## config.mk

```make
export PLATFORM = sky130hd
export DESIGN_NAME = jtag_tap_scan_sequencer
export DESIGN_NICKNAME = d
export VERILOG_FILES = /design/src/rtl/jtss_pkg.sv /design/src/rtl/jtss_front.sv /design/src/rtl/jtss_cmd_queue.sv /design/src/rtl/jtss_back.sv /design/src/rtl/jtag_tap_scan_sequencer.sv
export VERILOG_INCLUDE_DIRS = /design/src /design/src/rtl
export SDC_FILE = /design/constraint.sdc
export NUM_CORES = 1
export LEC_CHECK = 0
export BUFFER_PORTS_ARGS = -buffer_cell sky130_fd_sc_hd__buf_2
export CORE_MARGIN = 10
export CORE_UTILIZATION = 30
export CTS_BUF_LIST = sky130_fd_sc_hd__clkbuf_4
export CTS_CLUSTER_SIZE = 40
export DETAILED_ROUTE_END_ITERATION = 10
export GPL_TIMING_DRIVEN = 0
export PLACE_DENSITY = 0.47
export SYNTH_ARGS = -nofsm -noshare
export SYNTH_HDL_FRONTEND = slang
export SYNTH_SLANG_ARGS = --single-unit
```

## constraint.sdc

```tcl
create_clock -name clk -period 11.2 [get_ports clk]
set_input_delay 1.68 -clock clk [delete_from_list [all_inputs] [get_ports clk]]
set_output_delay 1.68 -clock clk [all_outputs]
set_load 0.1 [all_outputs]
```

## src/rtl/jtag_tap_scan_sequencer_assert.svh

```systemverilog
// Assertion macros for the JTAG TAP scan sequencer.
// Used by the top level only; no other dependencies.
`ifndef JTAG_TAP_SCAN_SEQUENCER_ASSERT_SVH
`define JTAG_TAP_SCAN_SEQUENCER_ASSERT_SVH
`ifndef SYNTHESIS
`define JTSS_ASSERT(lbl, ck, rs, prop, msg) \
  lbl: assert property (@(posedge ck) disable iff (rs) prop) else $error(msg);
`define JTSS_ASSERT_NR(lbl, ck, prop, msg) \
  lbl: assert property (@(posedge ck) prop) else $error(msg);
`else
`define JTSS_ASSERT(lbl, ck, rs, prop, msg)
`define JTSS_ASSERT_NR(lbl, ck, prop, msg)
`endif
`endif

```

## src/rtl/jtss_pkg.sv

```systemverilog
// Shared types and constants for the JTAG TAP scan sequencer.
// No dependencies.
`default_nettype none
package jtss_pkg;

  typedef enum logic [2:0] {
    ACT_RESET = 3'd0,
    ACT_IR    = 3'd1,
    ACT_DR    = 3'd2,
    ACT_PAUSE = 3'd3,
    ACT_IDLE  = 3'd4
  } action_t;

  typedef enum logic [1:0] {
    SH_NONE,
    SH_IR,
    SH_DR,
    SH_IDLE
  } shift_kind_t;

  localparam int PRE_W    = 12;
  localparam int PRE_IW   = 4;
  localparam int CNT_W    = 7;
  localparam int DATA_W   = 32;
  localparam int POS_W    = 5;
  localparam int Q_DEPTH  = 2;
  localparam int Q_IW     = $clog2(Q_DEPTH);

  // TMS navigation patterns, first cycle in bit 0
  localparam logic [PRE_W-1:0]  PAT_RESET    = 12'h7FF;
  localparam logic [PRE_IW-1:0] LEN_RESET    = 4'd12;
  localparam logic [PRE_W-1:0]  PAT_IR_ENTRY = 12'h003;
  localparam logic [PRE_IW-1:0] LEN_IR_ENTRY = 4'd4;
  localparam logic [PRE_W-1:0]  PAT_DR_ENTRY = 12'h001;
  localparam logic [PRE_IW-1:0] LEN_DR_ENTRY = 4'd3;
  localparam logic [PRE_W-1:0]  PAT_PAUSE    = 12'h035;
  localparam logic [PRE_IW-1:0] LEN_PAUSE    = 4'd7;

  typedef struct packed {
    logic [PRE_W-1:0]  pre_tms;
    logic [PRE_IW-1:0] pre_len;
    shift_kind_t       kind;
    logic [CNT_W-1:0]  shift_len;
    logic [DATA_W-1:0] word;
    logic              rd;
    logic              lastw;
    logic              post;
  } cmd_t;

endpackage
`default_nettype wire

```

## src/rtl/jtss_front.sv

```systemverilog
// Front end: takes commands, tracks the open data scan, builds cycle plans.
// Depends on jtss_pkg.
`default_nettype none
module jtss_front #(
  parameter int WORD_BITS       = 32,
  parameter int MAX_IDLE_CYCLES = 64
) (
  input  wire                 clk,
  input  wire                 rst,
  input  wire                 accept,
  input  wire [2:0]           action,
  input  wire [5:0]           bit_count,
  input  wire [31:0]          tdi_word,
  input  wire                 read_mode,
  input  wire                 last_word,
  input  wire [6:0]           idle_cycles,
  output logic                q_push,
  output jtss_pkg::cmd_t      q_cmd
);
  import jtss_pkg::*;

  logic             in_shift_dr;
  logic             in_shift_dr_next;
  logic             keep;
  logic [CNT_W-1:0] bits;
  logic [CNT_W-1:0] idle;

  always_comb begin
    bits = {1'b0, bit_count};
    if (bits == '0) begin
      bits = CNT_W'(1);
    end else if (bits > CNT_W'(WORD_BITS)) begin
      bits = CNT_W'(WORD_BITS);
    end
    idle = idle_cycles;
    if (idle > CNT_W'(MAX_IDLE_CYCLES)) begin
      idle = CNT_W'(MAX_IDLE_CYCLES);
    end
  end

  always_comb begin
    q_cmd.pre_tms   = '0;
    q_cmd.pre_len   = '0;
    q_cmd.kind      = SH_NONE;
    q_cmd.shift_len = bits;
    q_cmd.word      = tdi_word;
    q_cmd.rd        = read_mode;
    q_cmd.lastw     = last_word;
    q_cmd.post      = 1'b0;
    keep            = 1'b0;
    in_shift_dr_next = in_shift_dr;
    unique case (action)
      ACT_RESET: begin
        q_cmd.pre_tms    = PAT_RESET;
        q_cmd.pre_len    = LEN_RESET;
        keep             = 1'b1;
        in_shift_dr_next = 1'b0;
      end
      ACT_DR: begin
        if (!in_shift_dr) begin
          q_cmd.pre_tms = PAT_DR_ENTRY;
          q_cmd.pre_len = LEN_DR_ENTRY;
        end
        q_cmd.kind       = SH_DR;
        q_cmd.post       = last_word;
        keep             = 1'b1;
        in_shift_dr_next = !last_word;
      end
      ACT_IR: begin
        q_cmd.pre_tms = PAT_IR_ENTRY;
        q_cmd.pre_len = LEN_IR_ENTRY;
        q_cmd.kind    = SH_IR;
        q_cmd.post    = 1'b1;
        keep          = !in_shift_dr;
      end
      ACT_PAUSE: begin
        q_cmd.pre_tms = PAT_PAUSE;
        q_cmd.pre_len = LEN_PAUSE;
        keep          = !in_shift_dr;
      end
      ACT_IDLE: begin
        q_cmd.kind      = SH_IDLE;
        q_cmd.shift_len = idle;
        keep            = !in_shift_dr && (idle != '0);
      end
      default: begin
        keep = 1'b0;
      end
    endcase
  end

  assign q_push = accept && keep;

  always_ff @(posedge clk) begin
    if (rst) begin
      in_shift_dr <= 1'b0;
    end else if (accept) begin
      in_shift_dr <= in_shift_dr_next;
    end
  end

endmodule
`default_nettype wire

```

## src/rtl/jtss_cmd_queue.sv

```systemverilog
// Short command queue between front and back ends.
// Depends on jtss_pkg.
`default_nettype none
module jtss_cmd_queue (
  input  wire                 clk,
  input  wire                 rst,
  input  wire                 wr_en,
  input  jtss_pkg::cmd_t      wr_cmd,
  output logic                full,
  input  wire                 rd_en,
  output jtss_pkg::cmd_t      rd_cmd,
  output logic                nonempty
);
  import jtss_pkg::*;

  cmd_t            store [Q_DEPTH];
  logic [Q_IW-1:0] wr_ptr;
  logic [Q_IW-1:0] rd_ptr;
  logic [Q_IW:0]   count;
  logic            do_wr;
  logic            do_rd;

  assign full     = (count == (Q_IW+1)'(Q_DEPTH));
  assign nonempty = (count != '0);
  assign do_wr    = wr_en && !full;
  assign do_rd    = rd_en && nonempty;
  assign rd_cmd   = store[rd_ptr];

  always_ff @(posedge clk) begin
    if (rst) begin
      wr_ptr <= '0;
      rd_ptr <= '0;
      count  <= '0;
    end else begin
      if (do_wr) begin
        wr_ptr <= (wr_ptr == Q_IW'(Q_DEPTH-1)) ? '0 : wr_ptr + 1'b1;
      end
      if (do_rd) begin
        rd_ptr <= (rd_ptr == Q_IW'(Q_DEPTH-1)) ? '0 : rd_ptr + 1'b1;
      end
      count <= count + (Q_IW+1)'(do_wr) - (Q_IW+1)'(do_rd);
    end
  end

  always_ff @(posedge clk) begin
    if (do_wr) begin
      store[wr_ptr] <= wr_cmd;
    end
  end

endmodule
`default_nettype wire

```

## src/rtl/jtss_back.sv

```systemverilog
// Back end: steps through one command plan, one TCK cycle per result beat.
// Depends on jtss_pkg.
`default_nettype none
module jtss_back (
  input  wire                 clk,
  input  wire                 rst,
  input  wire                 q_nonempty,
  input  jtss_pkg::cmd_t      q_cmd,
  output logic                q_pop,
  input  wire                 pop,
  output logic                empty,
  output logic                tms_level,
  output logic                tdi_level,
  output logic                sample_tdo,
  output logic [4:0]          tdo_bit_position,
  output logic                last_cycle
);
  import jtss_pkg::*;

  typedef enum logic [1:0] {
    B_IDLE,
    B_PRE,
    B_SHIFT,
    B_POST
  } bstate_t;

  bstate_t           state;
  cmd_t              cmd;
  logic [PRE_IW-1:0] pidx;
  logic [CNT_W-1:0]  cnt;
  logic [DATA_W-1:0] word;
  logic              out_valid;
  logic              adv;
  logic              pre_end;
  logic              sh_end;

  assign empty   = !out_valid;
  assign adv     = !out_valid || pop;
  assign q_pop   = (state == B_IDLE) && q_nonempty;
  assign pre_end = (pidx == cmd.pre_len - 1'b1);
  assign sh_end  = (cnt == cmd.shift_len - 1'b1);

  always_ff @(posedge clk) begin
    if (rst) begin
      state     <= B_IDLE;
      out_valid <= 1'b0;
    end else begin
      unique case (state)
        B_IDLE: begin
          if (adv) begin
            out_valid <= 1'b0;
          end
          if (q_nonempty) begin
            cmd   <= q_cmd;
            word  <= q_cmd.word;
            pidx  <= '0;
            cnt   <= '0;
            state <= (q_cmd.pre_len != '0) ? B_PRE : B_SHIFT;
          end
        end
        B_PRE: begin
          if (adv) begin
            out_valid        <= 1'b1;
            tms_level        <= cmd.pre_tms[pidx];
            tdi_level        <= 1'b1;
            sample_tdo       <= 1'b0;
            tdo_bit_position <= '0;
            last_cycle       <= pre_end && (cmd.kind == SH_NONE);
            pidx             <= pidx + 1'b1;
            if (pre_end) begin
              state <= (cmd.kind == SH_NONE) ? B_IDLE : B_SHIFT;
            end
          end
        end
        B_SHIFT: begin
          if (adv) begin
            out_valid        <= 1'b1;
            sample_tdo       <= (cmd.kind == SH_DR) && cmd.rd;
            tdo_bit_position <= (cmd.kind == SH_DR) ? cnt[POS_W-1:0] : '0;
            last_cycle       <= sh_end && !cmd.post;
            case (cmd.kind)
              SH_IR: begin
                tms_level <= sh_end;
                tdi_level <= word[0];
              end
              SH_DR: begin
                tms_level <= sh_end && cmd.lastw;
                tdi_level <= !cmd.rd && word[0];
              end
              default: begin
                tms_level <= 1'b0;
                tdi_level <= 1'b1;
              end
            endcase
            word <= word >> 1;
            cnt  <= cnt + 1'b1;
            pidx <= '0;
            if (sh_end) begin
              state <= cmd.post ? B_POST : B_IDLE;
            end
          end
        end
        B_POST: begin
          // exit to Run-Test/Idle: TMS 1 then 0
          if (adv) begin
            out_valid        <= 1'b1;
            tms_level        <= (pidx == '0);
            tdi_level        <= 1'b1;
            sample_tdo       <= 1'b0;
            tdo_bit_position <= '0;
            last_cycle       <= (pidx != '0);
            pidx             <= pidx + 1'b1;
            if (pidx != '0) begin
              state <= B_IDLE;
            end
          end
        end
        default: begin
          if (adv) begin
            out_valid <= 1'b0;
          end
          state <= B_IDLE;
        end
      endcase
    end
  end

endmodule
`default_nettype wire

```

## src/rtl/jtag_tap_scan_sequencer.sv

```systemverilog
// JTAG TAP scan sequencer: command queue in, one result beat per TCK cycle out.
// Usage: push a command (reset, IR scan, DR chunk, DR pause, run-idle) when
// full is low. Each command expands into a run of result beats, one per TCK
// cycle: TMS and TDI levels, a TDO sample flag with its bit position, and
// last_cycle on the final beat of the command. Commands that produce no
// cycles (unknown codes, zero idle count, IR/pause/idle while a data scan is
// open) are taken and dropped.
// Results appear queue-fashion: while empty is low the oldest beat is on
// the ports; pop takes it. Within a command the back end produces one beat
// per clock while pop is held, and it passes through its idle state to load
// each plan. A pushed command is first written into the queue; the idle back
// end then loads its plan and, in its following state, registers its first
// beat. A two-entry command queue sits between front and back, so push is
// taken while the back end works until it fills. With pop low the current
// beat holds and the back end stops; commands keep entering until the queue is full.
// Reset (rst, synchronous) empties queue and output, and closes any data scan.
// Depends on jtss_pkg, jtss_front, jtss_cmd_queue, jtss_back and the
// assertion macro header.
`default_nettype none
`include "jtag_tap_scan_sequencer_assert.svh"
module jtag_tap_scan_sequencer #(
  parameter int WORD_BITS       = 32,
  parameter int MAX_IDLE_CYCLES = 64
) (
  input  wire         clk,
  input  wire         rst,
  input  wire         push,
  output logic        full,
  input  wire [2:0]   action,
  input  wire [5:0]   bit_count,
  input  wire [31:0]  tdi_word,
  input  wire         read_mode,
  input  wire         first_word,
  input  wire         last_word,
  input  wire [6:0]   idle_cycles,
  input  wire         pop,
  output logic        empty,
  output logic        tms_level,
  output logic        tdi_level,
  output logic        sample_tdo,
  output logic [4:0]  tdo_bit_position,
  output logic        last_cycle
);
  import jtss_pkg::*;

  logic accept;
  logic q_push;
  cmd_t f_cmd;
  cmd_t b_cmd;
  logic q_pop;
  logic q_nonempty;
  logic unused_first;

  // entry navigation follows the tracked scan state, not the first mark
  assign unused_first = first_word;
  assign accept       = push && !full;

  jtss_front #(
    .WORD_BITS       (WORD_BITS),
    .MAX_IDLE_CYCLES (MAX_IDLE_CYCLES)
  ) u_front (
    .clk         (clk),
    .rst         (rst),
    .accept      (accept),
    .action      (action),
    .bit_count   (bit_count),
    .tdi_word    (tdi_word),
    .read_mode   (read_mode),
    .last_word   (last_word),
    .idle_cycles (idle_cycles),
    .q_push      (q_push),
    .q_cmd       (f_cmd)
  );

  jtss_cmd_queue u_queue (
    .clk      (clk),
    .rst      (rst),
    .wr_en    (q_push),
    .wr_cmd   (f_cmd),
    .full     (full),
    .rd_en    (q_pop),
    .rd_cmd   (b_cmd),
    .nonempty (q_nonempty)
  );

  jtss_back u_back (
    .clk              (clk),
    .rst              (rst),
    .q_nonempty       (q_nonempty),
    .q_cmd            (b_cmd),
    .q_pop            (q_pop),
    .pop              (pop),
    .empty            (empty),
    .tms_level        (tms_level),
    .tdi_level        (tdi_level),
    .sample_tdo       (sample_tdo),
    .tdo_bit_position (tdo_bit_position),
    .last_cycle       (last_cycle)
  );

  `JTSS_ASSERT_NR(a_reset_clear, clk, rst |=> (empty && !full), "reset left beats or full")
  `JTSS_ASSERT(a_read_tdi_low, clk, rst, (!empty && sample_tdo) |-> !tdi_level, "read beat drives TDI")
  `JTSS_ASSERT(a_sample_end, clk, rst, (!empty && sample_tdo && last_cycle) |-> !tms_level, "TMS high on open-scan end")

endmodule
`default_nettype wire

```

* Word level (Yosys, flattened, before mapping)
Memories as Yosys holds them, arrays and structs flattened. A register that Yosys moved wholly into a read port is not among the register bits.
Cells that the tools add are included.
** Storage, ports and cells
- Logic and storage cells :: 159
- Memories kept :: 1
- Bits in registers :: 88
- Memory bits (writable) :: 118
- Input port bits :: 55
** Cells by class
- Bitwise logic cells :: 1
- Muxes and demuxes :: 60
- Reductions and logical operators :: 43
- Equality and inequality tests :: 22
- Add/sub/neg operators :: 8
- $lt $le $gt $ge :: 3
** Memories
- u_queue.store :: depth 2, width 59, read ports 1, clocked after memory_dff 1, write ports 1, RTL line jtss_cmd_queue.sv:16 : cmd_t store [Q_DEPTH];
** Operators with widths (count)
- 32-bit 2-to-1 mux :: 2
- 32-bit one-hot mux with 2 select lines :: 1
- 15-bit one-hot mux with 4 select lines :: 1
- 7-bit 2-to-1 mux :: 5
- 2-bit 2-to-1 mux :: 10
- 5-bit 2-to-1 mux :: 4
- 2-bit by 1-bit inequality test with 1-bit output (second input constant) :: 10
- 1-bit 2-to-1 mux :: 17
- 1-bit one-hot mux with 2 select lines :: 7
- 7-bit one-hot mux with 2 select lines :: 1
- 4-bit 2-to-1 mux :: 3
- 4-bit one-hot mux with 3 select lines :: 1
- 4-bit AND reduction :: 3
- 1-bit logical AND :: 11
- 5-bit one-hot mux with 2 select lines :: 1
- 1-bit one-hot mux with 3 select lines :: 3
- 2-bit equality test (second input constant) :: 4
- 2-bit one-hot mux with 4 select lines :: 1
- 2-bit nonzero test :: 4
- 4-bit nonzero test :: 2
- 7-bit by 1-bit adder with 7-bit output (second input constant) :: 1
- 7-bit equality test :: 1
- 7-bit > comparator (second input constant) :: 1
- 7-bit AND reduction :: 1
- 30 further kinds :: 42

* Longest topological paths before layout
- Word-level depth :: 9
- Mapped depth :: 9

* Hierarchy
A second synthesis with hierarchy kept.
** Second synthesis, totals
- Cells, all modules :: 630
- Area total of the unflattened synthesis :: 9027.4 µm²
** By module, submodules not included
- jtss_cmd_queue :: cells each 214, area an instance 4550.6 µm², times used 1
- jtss_back :: cells each 319, area an instance 3787.4 µm², times used 1
- jtss_front :: cells each 96, area an instance 675.6 µm², times used 1
- jtag_tap_scan_sequencer :: cells each 1, area an instance 13.8 µm², times used 1

* Worst setup path before layout
OpenSTA, ideal clock, no wires.
- Kind :: input to register
- From :: input pop
- To :: register u_back.cnt[0] (enable)
- Setup slack :: 2629 ps
- Stages on the path :: 2
- Data required time :: 10555 ps
- Arrival :: 7926 ps
- Buffers on the path :: 0
- Cell sequence :: nor2b_1 a2111oi_0
** Between the ends
- Longest elaborated chain between the ends :: 3
** Ends and longest elaborated chain
- start: declaration :: RTL line jtag_tap_scan_sequencer.sv:36 : input wire pop,
- 1-bit logical OR :: RTL line jtss_back.sv:38 : assign adv = !out_valid || pop;
- 2-bit by 1-bit inequality test with 1-bit output (no line)
- 4-bit AND reduction (no line)
- end signal: assignment :: RTL line jtss_back.sv:96 : cnt <= cnt + 1'b1;
- end: declaration :: RTL line jtss_back.sv:30 : logic [CNT_W-1:0] cnt;
No other way between the ends.
A chain may end at the register's enable or synchronous reset.

* Worst setup path in the final report
- From :: input action[1]
- To :: memory u_queue.store[0][2] in the netlist's numbering (enable)
** Between the ends
- Longest elaborated chain between the ends :: 7
- Elaborated cells between the ends (all ways) :: 12
** Ends and longest elaborated chain
- start: declaration :: RTL line jtag_tap_scan_sequencer.sv:29 : input wire [2:0] action,
- 3-bit by 2-bit equality test with 1-bit output (tied with other cells) :: RTL line jtss_front.sv:52 : unique case (action)
- 2-bit OR reduction (no line)
- 1-bit one-hot mux with 3 select lines (*) :: RTL line jtss_front.sv:52
- 1-bit logical AND (*) :: RTL line jtss_front.sv:92 : assign q_push = accept && keep;
- 1-bit logical AND (*) :: RTL line jtss_cmd_queue.sv:25 : assign do_wr = wr_en && !full;
- 1-bit 2-to-1 mux (*) :: RTL line jtss_cmd_queue.sv:46 : if (do_wr) begin
- 1-bit 2-to-1 mux (implied by the code) (*) :: RTL line jtss_cmd_queue.sv:47 : store[wr_ptr] <= wr_cmd;
- end: declaration :: RTL line jtss_cmd_queue.sv:16
Every way passes the cells marked *; elsewhere a longest branch is shown, timed or not.

==> results.txt <==
Outcome - finished, final reports clean
Hold-fix buffers, CTS - 0
1st-iter DRT viols - 200
Cts bufs inserted - 17
Global-route usage over all layers - 9.592%
FP Rows - 57
Worst clock skew - 0.01770 ns
Worst slack after detailed placement - 7.133 ns
Slowest CP cell - nor2b_4
Finished Core Util - 35.25%
Yosys top cell area share - 68.15%
CTS tree - built
Root Driver - clkbuf_4
First-pass GRT wire length - 23560 um
Drt pass-1 iters - 4
Worst setup path endpoint - u_queue.store[0][2]
Syn avg cell area - 14.60 um^2
Worst Tran Pin Value - 0.9472 ns
Worst Path Required - 11.46 ns
Worst setup path category - primary input to register
I/O Buffers - 62
Die area - 31690 um^2
Slew Limit Fails - 0
Leak - 2.939 nW
HPWL Detailed - 10500 um
Share of layout cells above drive strength 1 - 23.09%
R2R Setup Slk - 8.44 ns
CP endpoint kind - register
Core Box Area - 24460 um^2
RSZ-0062 raised after global routing - false
Startpoint types - primary input
Placed cell count - 908
Worst Setup SP - action[1]
Congestion Overflow GR - 0
Max frequency - 295.1 MHz
Worst VDD drop - 0.07158 mV
CP Max Fanout - 27
Count leader, synth - edfxtp_1
Biggest area consumer among synthesized cells - edfxtp_1
Reg-to-reg startpoint - u_back.state[1]
Worst-case reg-to-reg path depth - 7
Post-CTS setup buffers - 0
Largest net degree at the start of global routing - 37
Power Dens Cells - 223.1 nW/um^2
Period utilisation layout - 30.25%
RR Endpoint - u_back.word[20]
Vias in the first global route - 4439
Synth Cell Area - 7491 um^2
Worst hold path cell count - 2
Worst path top cell family by delay - compound AO/OA/AOI/OAI gates
Synth Flop Type - edfxtp_1
Register area share after synthesis - 70.55%
H-tree levels - 4
Via/cell ratio - 4.498
Top Ports - 66
Worst hold path type - register to register
Mapped Nets - 578
Synth Instances - 513
Hold Vio Cnt, Final - 0
Flops & latches, synth - 179
Crit path time final - 3.388 ns
EDFF count, synth - 170
Layout area overhead - 15.12%
Drt wl/cell - 15.59 um
Syn. warnings - 0
Filler-free cell count of the finished design - 940
Worst EP arrival - 3.65 ns
Initial antenna violation count - 1
Critical path buffers and inverters - 2
CP Cell Sequence - buf_2, o21a_1, o22a_1, a211oi_2, nor2b_4, buf_12
Total Nets Final - 668
Routed Antenna Nets - 0
Die Ht - 178.0 um
Slowest cell delay on critical path - 0.72 ns
Critical path depth - 6
Endpoints failing setup - 0
Clock tree buffer depth - 2
Initial core utilization - 30.62%
Max-cap viol count - 0
Remaining DRCs - 0
Final setup margin - 7.812 ns
Skew-Pair Late Insertion Delay - 0.56 ns
Routability cong. - 0.8014
Clock slew at reported path FFs - 0.14 ns
CTS sink cnt - 179
PostCTS Resize Cnt - 0
Synth top area cells - edfxtp_1, mux2i_1, o21ai_0, mux2_2, dfxtp_1
Routed WL - 14650 um
Synth unique cells - 53
Commonest cells post-synth - edfxtp_1, o21ai_0, nand2_1
Die X - 178.0 um
Slew HR - 36.37%
DR vias - 4228
Post-synth ARST share - 0%
## final cells by class
type / instances / area, um^2
antenna: 1 / 2.502
buffer: 25 / 118.9
clock buffer: 17 / 127.6
clock inverter: 14 / 172.7
fill: 2380 / 15840
inverter: 15 / 56.30
multi-input combinational: 294 / 2051
sequential: 179 / 5285
tap: 324 / 405.4
timing repair buffer: 71 / 404.1
## worst register-to-register path: stages (launching register included)
cell and delay [ns]:
dfxtp_1 0.34, clkbuf_1 0.30, clkbuf_1 0.39, nor3_1 0.13, a2111oi_2 0.62, buf_4 0.29
buf_2 0.24, buf_4 0.20
## placed cells by master (no fill, tap or decap), drive strengths merged, types with 3 or more instances in the layout
cell type  synthesis  layout
a21oi              7       7
and2              13      13
buf               13      84
clkbuf            12      29
clkinv             0       5
dfxtp              9       9
edfxtp           170     170
ha                10      10
inv               15      21
mux2              19      19
mux2i             33      33
nand2             40      40
nand2b             3       3
nand3              5       5
nand3b             8       8
nor2              29      29
nor2b             11      11
nor3              11      11
nor3b              3       3
o21ai             44      44
o22ai              3       3
xnor2             15      15
xor2               8       8
## registers in the layout, indices dropped and copies added, names as in the netlist, named ones only
name,flops
u_back.last_cycle,1
u_back.out_valid,1
u_back.tdi_level,1
u_front.in_shift_dr,1
u_back.cnt,7
u_queue.count,2
u_back.cmd,18
u_queue.rd_ptr,1
u_back.word,32
u_back.tms_level,1
u_queue.store,100
u_back.state,2
u_queue.wr_ptr,1
u_back.tdo_bit_position,5
u_back.sample_tdo,1
u_back.pidx,4
## report_power, final
group | switching (mW) | leakage [nW] | internal (mW)
clock | 0.237 | 0.160 | 0.140
combinational | 0.367 | 1.12 | 0.217
sequential | 0.0513 | 1.66 | 0.911
## routing by layer
metal | vias up | routed length, um | GRT usage (%) | share of wire, %
li1 | 2082 | - | - | -
met1 | 2025 | 6840 | 12.33 | 47
met2 | 103 | 6854 | 14.90 | 47
met3 | 18 | 740 | 2.748 | 5.1
met4 | 0 | 214 | 3.925 | 1.5
met5 | - | 0 | 0 | 0
## cell families after synthesis
kind of cell	count (synthesis)	share of synthesized area [%]
buffers and inverters	40	2.338
flip-flops	179	70.55
AND/OR/NAND/NOR	136	9.220
XOR/XNOR	24	2.990
adder cells (fa/ha/maj)	10	1.670
AO/OA/AOI/OAI	71	5.662
multiplexers	53	7.566
## metrics by stage
step,area [um^2],hold slack (ns),TNS (ns),power [mW]
after floorplan,7491,0.4813,0,1.412
after global placement,8207,0.4980,-53.47,1.557
after detailed placement,8320,0.5055,0,1.576
after CTS,8621,0.5403,0,1.956
after global routing,8623,0.5713,0,2.049
final,8623,0.5354,0,1.924
## worst min-delay path by stage
| stage | startpoint | endpoint |
|---|---|---|
| after floorplan | u_queue.rd_ptr | register |
| after global placement | u_queue.rd_ptr | u_queue.rd_ptr |
| after detailed placement | u_queue.rd_ptr | u_queue.rd_ptr |
| after CTS | u_queue.rd_ptr | u_queue.rd_ptr |
| after global routing | u_back.word[13] | u_back.word[12] |
| final | u_queue.rd_ptr | u_queue.rd_ptr |
Power figures use the tool's default switching activity.
